File: config.mk
export PLATFORM = sky130hd
export DESIGN_NAME = request_worker_dispatcher
export DESIGN_NICKNAME = d
export VERILOG_FILES = /design/src/sv/rwd_pkg.sv /design/src/sv/rwd_front.sv /design/src/sv/rwd_queue.sv /design/src/sv/rwd_back.sv /design/src/sv/request_worker_dispatcher.sv
export SDC_FILE = /design/constraint.sdc
export NUM_CORES = 1
export LEC_CHECK = 0
export ABC_AREA = 0
export ABC_CLOCK_PERIOD_IN_PS = 3350
export BUFFER_PORTS_ARGS = -buffer_cell sky130_fd_sc_hd__buf_2
export CAP_MARGIN = 0
export CORE_UTILIZATION = 35
export DETAILED_ROUTE_END_ITERATION = 6
export PLACE_DENSITY = 0.55
export SYNTH_ARGS = -nofsm -noshare
export SYNTH_HDL_FRONTEND = slang
export SYNTH_SLANG_ARGS = --single-unit
File: constraint.sdc
create_clock -name clock -period 3.35 [get_ports clock]
set_input_delay 0.1675 -clock clock [delete_from_list [all_inputs] [get_ports clock]]
set_output_delay 0.1675 -clock clock [all_outputs]
set_load 0.02 [all_outputs]
File: src/sv/rwd_pkg.sv
// ----------------------------------------------------------------------------
// rwd_pkg: shared types and constants of the request worker dispatcher
// Holds the job record passed from the parser to the executor, the result
// record, state encodings, register indexes and character codes.
// ----------------------------------------------------------------------------
`default_nettype none

package rwd_pkg;

   localparam int KEY_W    = 32;
   localparam int STEP_W   = $clog2(KEY_W);
   localparam int COUNT_W  = 5;
   localparam int SLOT_W   = 4;

   localparam logic [7:0]       CHAR_SPACE = 8'd32;
   localparam logic [KEY_W-1:0] CHAR_ZERO  = 32'd48;

   // Configuration register indexes.
   localparam logic CSR_ROUTING_MODE = 1'b0;
   localparam logic CSR_WORKER_COUNT = 1'b1;

   // Routing modes.
   localparam logic MODE_ROUND_ROBIN = 1'b0;
   localparam logic MODE_KEY         = 1'b1;

   typedef enum logic [1:0] {
      PH_SEEK,
      PH_KEY,
      PH_DONE
   } phase_type;

   typedef enum logic [1:0] {
      BK_IDLE,
      BK_DIV,
      BK_HOLD
   } bk_state_type;

   // One finished request as seen by the executor.
   typedef struct packed {
      logic             no_space;
      logic [KEY_W-1:0] key;
   } job_type;

   typedef struct packed {
      logic              no_key_found;
      logic              no_worker;
      logic [SLOT_W-1:0] worker_slot;
   } result_type;

endpackage

`default_nettype wire

File: src/sv/rwd_front.sv
// ----------------------------------------------------------------------------
// rwd_front: request byte parser
// Tracks the position relative to the key field and folds the decimal key
// one accepted byte per cycle; the last byte emits a job and clears its state.
// ----------------------------------------------------------------------------
`default_nettype none

module rwd_front
   import rwd_pkg::*;
(
   input  wire logic       clock,
   input  wire logic       reset,
   input  wire logic       byte_accept,
   input  wire logic [7:0] byte_data,
   input  wire logic       byte_last,
   output logic            job_push,
   output job_type         job_data
);

   phase_type        phase_ff, phase_in, phase_next;
   logic [KEY_W-1:0] key_ff, key_in, key_next;

   always_comb begin
      phase_next = phase_ff;
      key_next   = key_ff;
      case (phase_ff)
         PH_SEEK: begin
            if (byte_data == CHAR_SPACE) phase_next = PH_KEY;
         end
         PH_KEY: begin
            if (byte_data == CHAR_SPACE) begin
               phase_next = PH_DONE;
            end else begin
               // key*10 as two shifted copies, then add the digit value.
               key_next = (key_ff << 3) + (key_ff << 1)
                          + ({{(KEY_W-8){1'b0}}, byte_data} - CHAR_ZERO);
            end
         end
         default: ;
      endcase
   end

   always_comb begin
      phase_in = phase_ff;
      key_in   = key_ff;
      if (byte_accept) begin
         if (byte_last) begin
            phase_in = PH_SEEK;
            key_in   = '0;
         end else begin
            phase_in = phase_next;
            key_in   = key_next;
         end
      end
   end

   assign job_push          = byte_accept && byte_last;
   assign job_data.key      = key_next;
   assign job_data.no_space = (phase_next == PH_SEEK);

   always_ff @(posedge clock) begin
      if (reset) begin
         phase_ff <= PH_SEEK;
         key_ff   <= '0;
      end else begin
         phase_ff <= phase_in;
         key_ff   <= key_in;
      end
   end

endmodule

`default_nettype wire

File: src/sv/rwd_queue.sv
// ----------------------------------------------------------------------------
// rwd_queue: two-entry job queue
// Decouples the parser from the executor so each can stall on its own.
// ----------------------------------------------------------------------------
`default_nettype none

module rwd_queue
   import rwd_pkg::*;
(
   input  wire logic    clock,
   input  wire logic    reset,
   input  wire logic    push,
   input  wire job_type push_data,
   input  wire logic    pop,
   output logic         full,
   output logic         not_empty,
   output job_type      head
);

   job_type     ent_ff [2];
   logic        wr_ptr_ff, wr_ptr_in;
   logic        rd_ptr_ff, rd_ptr_in;
   logic [1:0]  cnt_ff, cnt_in;
   logic        do_push, do_pop;

   assign full      = (cnt_ff == 2'd2);
   assign not_empty = (cnt_ff != 2'd0);
   assign head      = ent_ff[rd_ptr_ff];
   assign do_push   = push && !full;
   assign do_pop    = pop && not_empty;

   always_comb begin
      wr_ptr_in = wr_ptr_ff ^ do_push;
      rd_ptr_in = rd_ptr_ff ^ do_pop;
      cnt_in    = cnt_ff + {1'b0, do_push} - {1'b0, do_pop};
   end

   always_ff @(posedge clock) begin
      if (do_push) ent_ff[wr_ptr_ff] <= push_data;
   end

   always_ff @(posedge clock) begin
      if (reset) begin
         wr_ptr_ff <= 1'b0;
         rd_ptr_ff <= 1'b0;
         cnt_ff    <= 2'd0;
      end else begin
         wr_ptr_ff <= wr_ptr_in;
         rd_ptr_ff <= rd_ptr_in;
         cnt_ff    <= cnt_in;
      end
   end

endmodule

`default_nettype wire

File: src/sv/rwd_back.sv
// ----------------------------------------------------------------------------
// rwd_back: worker selection executor
// Takes jobs from the queue, advances the round-robin offset, flags a missing
// worker or key, or reduces the key modulo the worker count one quotient bit
// per cycle, and holds the result in an output register until it is taken.
// ----------------------------------------------------------------------------
`default_nettype none

module rwd_back
   import rwd_pkg::*;
#(
   parameter int MAX_WORKERS = 16
) (
   input  wire logic               clock,
   input  wire logic               reset,
   input  wire logic               job_valid,
   input  wire job_type            job_data,
   output logic                    job_pop,
   input  wire logic               routing_mode,
   input  wire logic [COUNT_W-1:0] worker_count,
   output logic                    rsp_valid,
   input  wire logic               rsp_ready,
   output result_type              rsp_data
);

   bk_state_type      state_ff, state_in;
   logic [SLOT_W-1:0] rr_ff, rr_in;
   logic [COUNT_W-1:0] rem_ff, rem_in;
   logic [KEY_W-1:0]  dvd_ff, dvd_in;
   logic [STEP_W-1:0] step_ff, step_in;
   result_type        res_ff, res_in;

   logic [COUNT_W-1:0] count;
   logic [COUNT_W:0]   rr_next;
   logic [COUNT_W:0]   trial;
   logic [COUNT_W:0]   trial_red;
   logic               last_step;

   assign count = (32'(worker_count) > 32'(MAX_WORKERS)) ? COUNT_W'(MAX_WORKERS)
                                                       : worker_count;

   assign rr_next   = {2'b00, rr_ff} + 6'd1;
   assign trial     = {rem_ff, dvd_ff[KEY_W-1]};
   assign trial_red = (trial >= {1'b0, count}) ? (trial - {1'b0, count}) : trial;
   assign last_step = (step_ff == STEP_W'(KEY_W - 1));

   // Next state.
   always_comb begin
      state_in = state_ff;
      case (state_ff)
         BK_IDLE: begin
            if (job_valid) begin
               if (count != '0 && routing_mode == MODE_KEY && !job_data.no_space)
                  state_in = BK_DIV;
               else
                  state_in = BK_HOLD;
            end
         end
         BK_DIV: begin
            if (last_step) state_in = BK_HOLD;
         end
         BK_HOLD: begin
            if (rsp_ready) state_in = BK_IDLE;
         end
         default: state_in = BK_IDLE;
      endcase
   end

   // Outputs and datapath.
   always_comb begin
      job_pop = 1'b0;
      rr_in   = rr_ff;
      rem_in  = rem_ff;
      dvd_in  = dvd_ff;
      step_in = step_ff;
      res_in  = res_ff;
      case (state_ff)
         BK_IDLE: begin
            if (job_valid) begin
               job_pop = 1'b1;
               res_in  = '0;
               rem_in  = '0;
               step_in = '0;
               dvd_in  = job_data.key;
               if (count == '0) begin
                  res_in.no_worker = 1'b1;
               end else if (routing_mode == MODE_ROUND_ROBIN) begin
                  if (rr_next >= {1'b0, count}) begin
                     rr_in = '0;
                  end else begin
                     rr_in = rr_next[SLOT_W-1:0];
                  end
                  res_in.worker_slot = (rr_next >= {1'b0, count}) ? '0
                                                                 : rr_next[SLOT_W-1:0];
               end else if (job_data.no_space) begin
                  res_in.no_key_found = 1'b1;
               end
            end
         end
         BK_DIV: begin
            rem_in  = trial_red[COUNT_W-1:0];
            dvd_in  = dvd_ff << 1;
            step_in = step_ff + 1'b1;
            if (last_step) res_in.worker_slot = trial_red[SLOT_W-1:0];
         end
         default: ;
      endcase
   end

   assign rsp_valid = (state_ff == BK_HOLD);
   assign rsp_data  = res_ff;

   always_ff @(posedge clock) begin
      rem_ff  <= rem_in;
      dvd_ff  <= dvd_in;
      step_ff <= step_in;
      res_ff  <= res_in;
   end

   always_ff @(posedge clock) begin
      if (reset) begin
         state_ff <= BK_IDLE;
         rr_ff    <= '0;
      end else begin
         state_ff <= state_in;
         rr_ff    <= rr_in;
      end
   end

endmodule

`default_nettype wire

File: src/sv/request_worker_dispatcher.sv
// Throughput: one request byte per cycle on req_; the parser never stalls
//   unless both job queue entries are occupied.
// Flow: the last byte writes a job into the queue; the idle executor pops it
//   and registers the result for rsp_ in round-robin mode or when a flag is
//   set, and in key mode after reducing the 32-bit key one bit per cycle.
// Reset: synchronous, active high; clears configuration registers, offset and parse state.
// ----------------------------------------------------------------------------
// request_worker_dispatcher: picks a worker slot for each request
// Bytes of a request stream in; on the last byte a worker slot is chosen
// either round robin or from the decimal key after the first space.
// ----------------------------------------------------------------------------
`default_nettype none

module request_worker_dispatcher
   import rwd_pkg::*;
#(
   parameter int MAX_WORKERS = 16
) (
   input  wire logic         clock,
   input  wire logic         reset,
   // Request bytes.
   input  wire logic         req_tvalid,
   output logic              req_tready,
   input  wire logic [7:0]   req_tdata,   // [7:0] req_byte
   input  wire logic         req_tlast,   // last_byte
   // Chosen worker.
   output logic              rsp_tvalid,
   input  wire logic         rsp_tready,
   output logic [7:0]        rsp_tdata,   // [3:0] worker_slot, [7:4] zero
   output logic [1:0]        rsp_tuser,   // [0] no_worker, [1] no_key_found
   // Configuration writes.
   input  wire logic         csr_we,
   input  wire logic         csr_addr,
   input  wire logic [4:0]   csr_wdata
);

   // Configuration registers. The user must ensure they are only written while no request
   // is in flight, so the executor may read them directly; the block does not enforce it.
   logic               mode_ff, mode_in;
   logic [COUNT_W-1:0] count_ff, count_in;

   always_comb begin
      mode_in  = mode_ff;
      count_in = count_ff;
      if (csr_we) begin
         case (csr_addr)
            CSR_ROUTING_MODE: mode_in  = csr_wdata[0];
            CSR_WORKER_COUNT: count_in = csr_wdata;
            default: ;
         endcase
      end
   end

   always_ff @(posedge clock) begin
      if (reset) begin
         mode_ff  <= MODE_ROUND_ROBIN;
         count_ff <= '0;
      end else begin
         mode_ff  <= mode_in;
         count_ff <= count_in;
      end
   end

   // Front: the parser sees every accepted byte and pushes a job on the last.
   logic       q_full;
   logic       q_not_empty;
   logic       job_push;
   logic       job_pop;
   job_type    job_in;
   job_type    job_head;
   result_type result;

   assign req_tready = !q_full;

   rwd_front u_front (
      .clock       (clock),
      .reset       (reset),
      .byte_accept (req_tvalid && req_tready),
      .byte_data   (req_tdata),
      .byte_last   (req_tlast),
      .job_push    (job_push),
      .job_data    (job_in)
   );

   // Queue between the parser and the executor. Because ready drops when it
   // is full, a last byte is only accepted when there is room for its job.
   rwd_queue u_queue (
      .clock     (clock),
      .reset     (reset),
      .push      (job_push),
      .push_data (job_in),
      .pop       (job_pop),
      .full      (q_full),
      .not_empty (q_not_empty),
      .head      (job_head)
   );

   // Back: selects the worker and holds the result until it is taken.
   rwd_back #(
      .MAX_WORKERS (MAX_WORKERS)
   ) u_back (
      .clock        (clock),
      .reset        (reset),
      .job_valid    (q_not_empty),
      .job_data     (job_head),
      .job_pop      (job_pop),
      .routing_mode (mode_ff),
      .worker_count (count_ff),
      .rsp_valid    (rsp_tvalid),
      .rsp_ready    (rsp_tready),
      .rsp_data     (result)
   );

   assign rsp_tdata = {4'b0000, result.worker_slot};
   assign rsp_tuser = {result.no_key_found, result.no_worker};

endmodule

`default_nettype wire

==> metrics.md <==
| Metric | Value |
|---|---|
| Status | finished with violations |
| Failing checks | DRC |
| Place WS | -0.2265 ns |
| GPL Wtd Cong | 0.8674 |
| Largest net degree at the start of global routing | 51 |
| Final Cycle Share | 0.9431 |
| Synthesis-to-layout area growth | 20.63% |
| Tightest Pin Transition | 0.9228 ns |
| CTS root buffer | clkbuf_16 |
| Tmin final | 3.159 ns |
| HPWL reported at the end of detailed placement | 15620 µm |
| Die height | approximately 170 µm |
| First-pass GRT wire length | 35140 µm |
| Startpoint Class | flip-flop |
| Peak supply drop | 0.0003205 V |
| H-tree depth | 4 |
| Post-Route WL | about 21000 µm |
| Pwr Density | just under 500 nW/µm² |
| Worst skew pair latency | 0.43 ns |
| Total grt overflow | 0 |
| # DRC | 4 |
| Slew headroom | 0.3848 |
| Diodes inserted | 0 |
| Setup slack, reg-to-reg | 0.19 ns |
| Peak Freq | ~320 MHz |
| Post-synth top area share | 0.3611 |
| Total GRT Usage | 0.1573 |
| HP Class | in2reg |
| # fillers | 2559 |
| Hold Path Origin | csr_wdata[2] |
| Max-cap violations | 0 |
| Leakage power | 4.824 nW |
| Worst hold endpoint | count_ff[2] |
| Vias in the first global route | around 7000 |
| DR vias/cell | roughly 5 |
| #FFs+latches synth | roughly 160 |
| Synthesis Warnings | 0 |
| TritonCTS buffer count | 17 |
| Slowest-stage cell, CP | fa_1 |
| Via count | 7148 |
| CP Data Required Time | 3.49 ns |
| Syn Inst Count | 942 |
| Max FO, Critical Path | 4 |
| Clk_skew | 0.01672 ns |
| Syn Std Cell Area | 9479 µm² |
| Post-route ant nets | 0 |
| R2r endpoint | u_queue.ent_ff[0][24] |
| Placed Area | 10720 µm² |
| Reg2reg start | u_front.key_ff[1] |
| Layout cell share with drive strength beyond 1 | 0.1816 |
| Cell Rows | 59 |
| CTS sink count | 164 |
| Max incr delay on CP | a little over 0.5 ns |
| Setup violators final | 0 |
| Port bufs | 27 |
| Core Box Area | 26280 µm² |
| Layout net count | 1161 |
| Syn Area/Cell | 10.06 µm² |
| Post-synth ARST share | 0 |
| Die area | about 28000 µm² |
| Arrival time worst endpoint | ~3.3 ns |
| Initial core utilization | 0.3607 |
| Initial antenna violation count | 0 |
| Die Width | 166.6 µm |
| WS Path Type | reg2reg |
| Reg2Reg Depth | 12 |
| Distinct cells, synth | 61 |
| Clk buf depth | 2 |
| Synth area leaders | edfxtp_1, dfxtp_1, ha_1, o21ai_0, nand2_1 |
| Final worst slack | 0.1907 ns |
| CP Capture Type | flip-flop |
| IO Pins | 32 |
| Dominant cell type by area after synthesis | edfxtp_1 |
| Hold Path Depth | 3 |
| Most used DFF post-synth | edfxtp_1 |
| Max Slew Vio Count | 0 |
| Crit path top cell by count | inv_1 |
| CTS tree | yes |
| DRT iter0 DRCs | 402 |
| Post-synth EDFFs | approximately 110 |
| Fin. Hold Viols | 0 |
| Sequential area share after synthesis | 0.4667 |
| DRT Pass-1 Iters | 7 |
| Post-route cell area | around 11000 µm² |
| Crit path cell chain | inv_1, fa_1, inv_1, ha_1, nor2b_2, o21ba_2, o211ai_1, buf_4, a211oi_1, nor3_1, xor2_1, o21ai_1 |
| Unrepaired setup endpoints after global routing | yes |
| Clock transition at path regs | 0.08 ns |
| Wire per inst | 15.04 µm |
## power by group
part / switching [mW] / total [mW] / internal [mW] / leakage [nW]
Clock: 0.952 / 1.98 / 1.03 / 0.302
Sequential: 0.155 / 2.69 / 2.53 / 1.52
Combinational: 0.604 / 0.987 / 0.383 / 3.01
## state kept, by name, summed over array words and instances (netlist names)
name,count
count_ff,5
mode_ff,1
u_back.dvd_ff,32
u_back.rem_ff,5
u_back.rr_ff,4
u_back.rsp_data,6
u_back.state_ff,2
u_back.step_ff,5
u_front.key_ff,32
u_front.phase_ff,2
u_queue.cnt_ff,2
u_queue.ent_ff,66
u_queue.rd_ptr_ff,1
u_queue.wr_ptr_ff,1
## worst max path at each step
stage	to	start	slack (ns)	cells after the start
floorplan	u_queue.ent_ff[0][28]	req_tdata[4]	0.06	15
global placement	u_queue.ent_ff[1][28]	req_tdata[4]	-0.22	16
detailed placement	u_queue.ent_ff[0][28]	req_tdata[4]	-0.23	15
CTS	u_queue.ent_ff[0][28]	u_front.key_ff[0]	0.007	10
global route	u_queue.ent_ff[0][15]	u_front.key_ff[3]	-0.02	12
finish	u_queue.ent_ff[0][24]	u_front.key_ff[1]	0.19	12
## synthesized netlist by cell type, types with 8 or more instances
master,n
a22oi_1,12
nand3_1,18
ha_1,73
nor2_1,54
nor3_1,14
clkbuf_1,33
o21ai_0,100
nand2b_1,10
nand2_1,123
xnor2_1,22
inv_1,40
mux2i_1,37
dfxtp_1,50
o21a_1,8
a21oi_1,50
a21o_1,34
xor2_1,37
edfxtp_1,114
## metrics by stage
step	instances	util	setup TNS [ns]	total power, mW	hold slack [ns]
after floorplan	945	-	0	3.393	0.3114
after global placement	1372	0.4078	-2.021	3.710	0.4227
after detailed placement	1372	0.4078	-3.393	3.738	0.4266
after CTS	1408	0.4330	0	5.736	0.001110
after global routing	1409	0.4351	-0.03866	5.940	0.009224
final	1409	0.4351	0	5.659	0.009264
## cells in the final DEF (no fill, tap or decap), types with 8 or more instances in the layout
cell | synthesis | layout
buf_2 | 3 | 27
a21oi_1 | 50 | 50
nand2b_1 | 10 | 10
xnor2_1 | 22 | 21
inv_1 | 40 | 40
o21ai_0 | 100 | 97
clkbuf_16 | 0 | 17
nand2_1 | 123 | 122
ha_1 | 73 | 73
o21a_1 | 8 | 8
a22oi_1 | 12 | 12
mux2i_1 | 37 | 37
nor3_1 | 14 | 12
nand3_1 | 18 | 17
a21o_1 | 34 | 34
edfxtp_1 | 114 | 114
buf_4 | 4 | 108
xor2_1 | 37 | 37
nor2_1 | 54 | 53
dfxtp_1 | 50 | 48
## final cells by class
cell class	count	area, µm²	area share
clock buffers	17	425.4	0.03720
multi-input cells	697	4791	0.4190
well taps	335	419.2	0.03666
clock inverters	15	196.4	0.01718
flip-flops and latches	164	4427	0.3871
inverters	40	150.1	0.01313
repair buffers	141	1026	0.08973
## worst max-delay path: cells and delay by family (launching register included)
| family | cells | cell delay, ns |
|---|---|---|
| adder cells (fa/ha/maj) | 2 | 0.83 |
| AO/OA/AOI/OAI | 4 | 0.68 |
| AND/OR/NAND/NOR | 2 | 0.42 |
| flip-flops | 1 | 0.38 |
| buffers and inverters | 3 | 0.28 |
| XOR/XNOR | 1 | 0.26 |
## repair_timing
item	CTS	global route
hold buffers	4	0
buffers inserted	0	1
gates resized for setup	0	14
endpoints found under the setup margin	0	18
endpoints found under the hold margin	5	0
## per-layer routing
metal / wire length, µm / track usage / vias to the layer above
met5: 0 / 0 / -
met4: 287 / 0.04871 / 0
met3: 536 / 0.02067 / 19
met2: 9651 / 0.2578 / 105
met1: 10710 / 0.2156 / 3382
li1: - / - / 3642
## kinds of logic (layout without fill, tap and decap cells)
logic type                 Yosys count  in the layout  synth area share
buffers and inverters               84            213           0.03603
adders and majority gates           80             80            0.1111
AOI/OAI and AO/OA                  251            251            0.1616
DFF                                164            164            0.4667
xor gates and xnor gates            59             59           0.05451
muxes                               42             42           0.04501
other                                1              4         0.0003956
and+or+nand+nor                    261            261            0.1246
No activity file was read; power rests on OpenSTA's default activity.
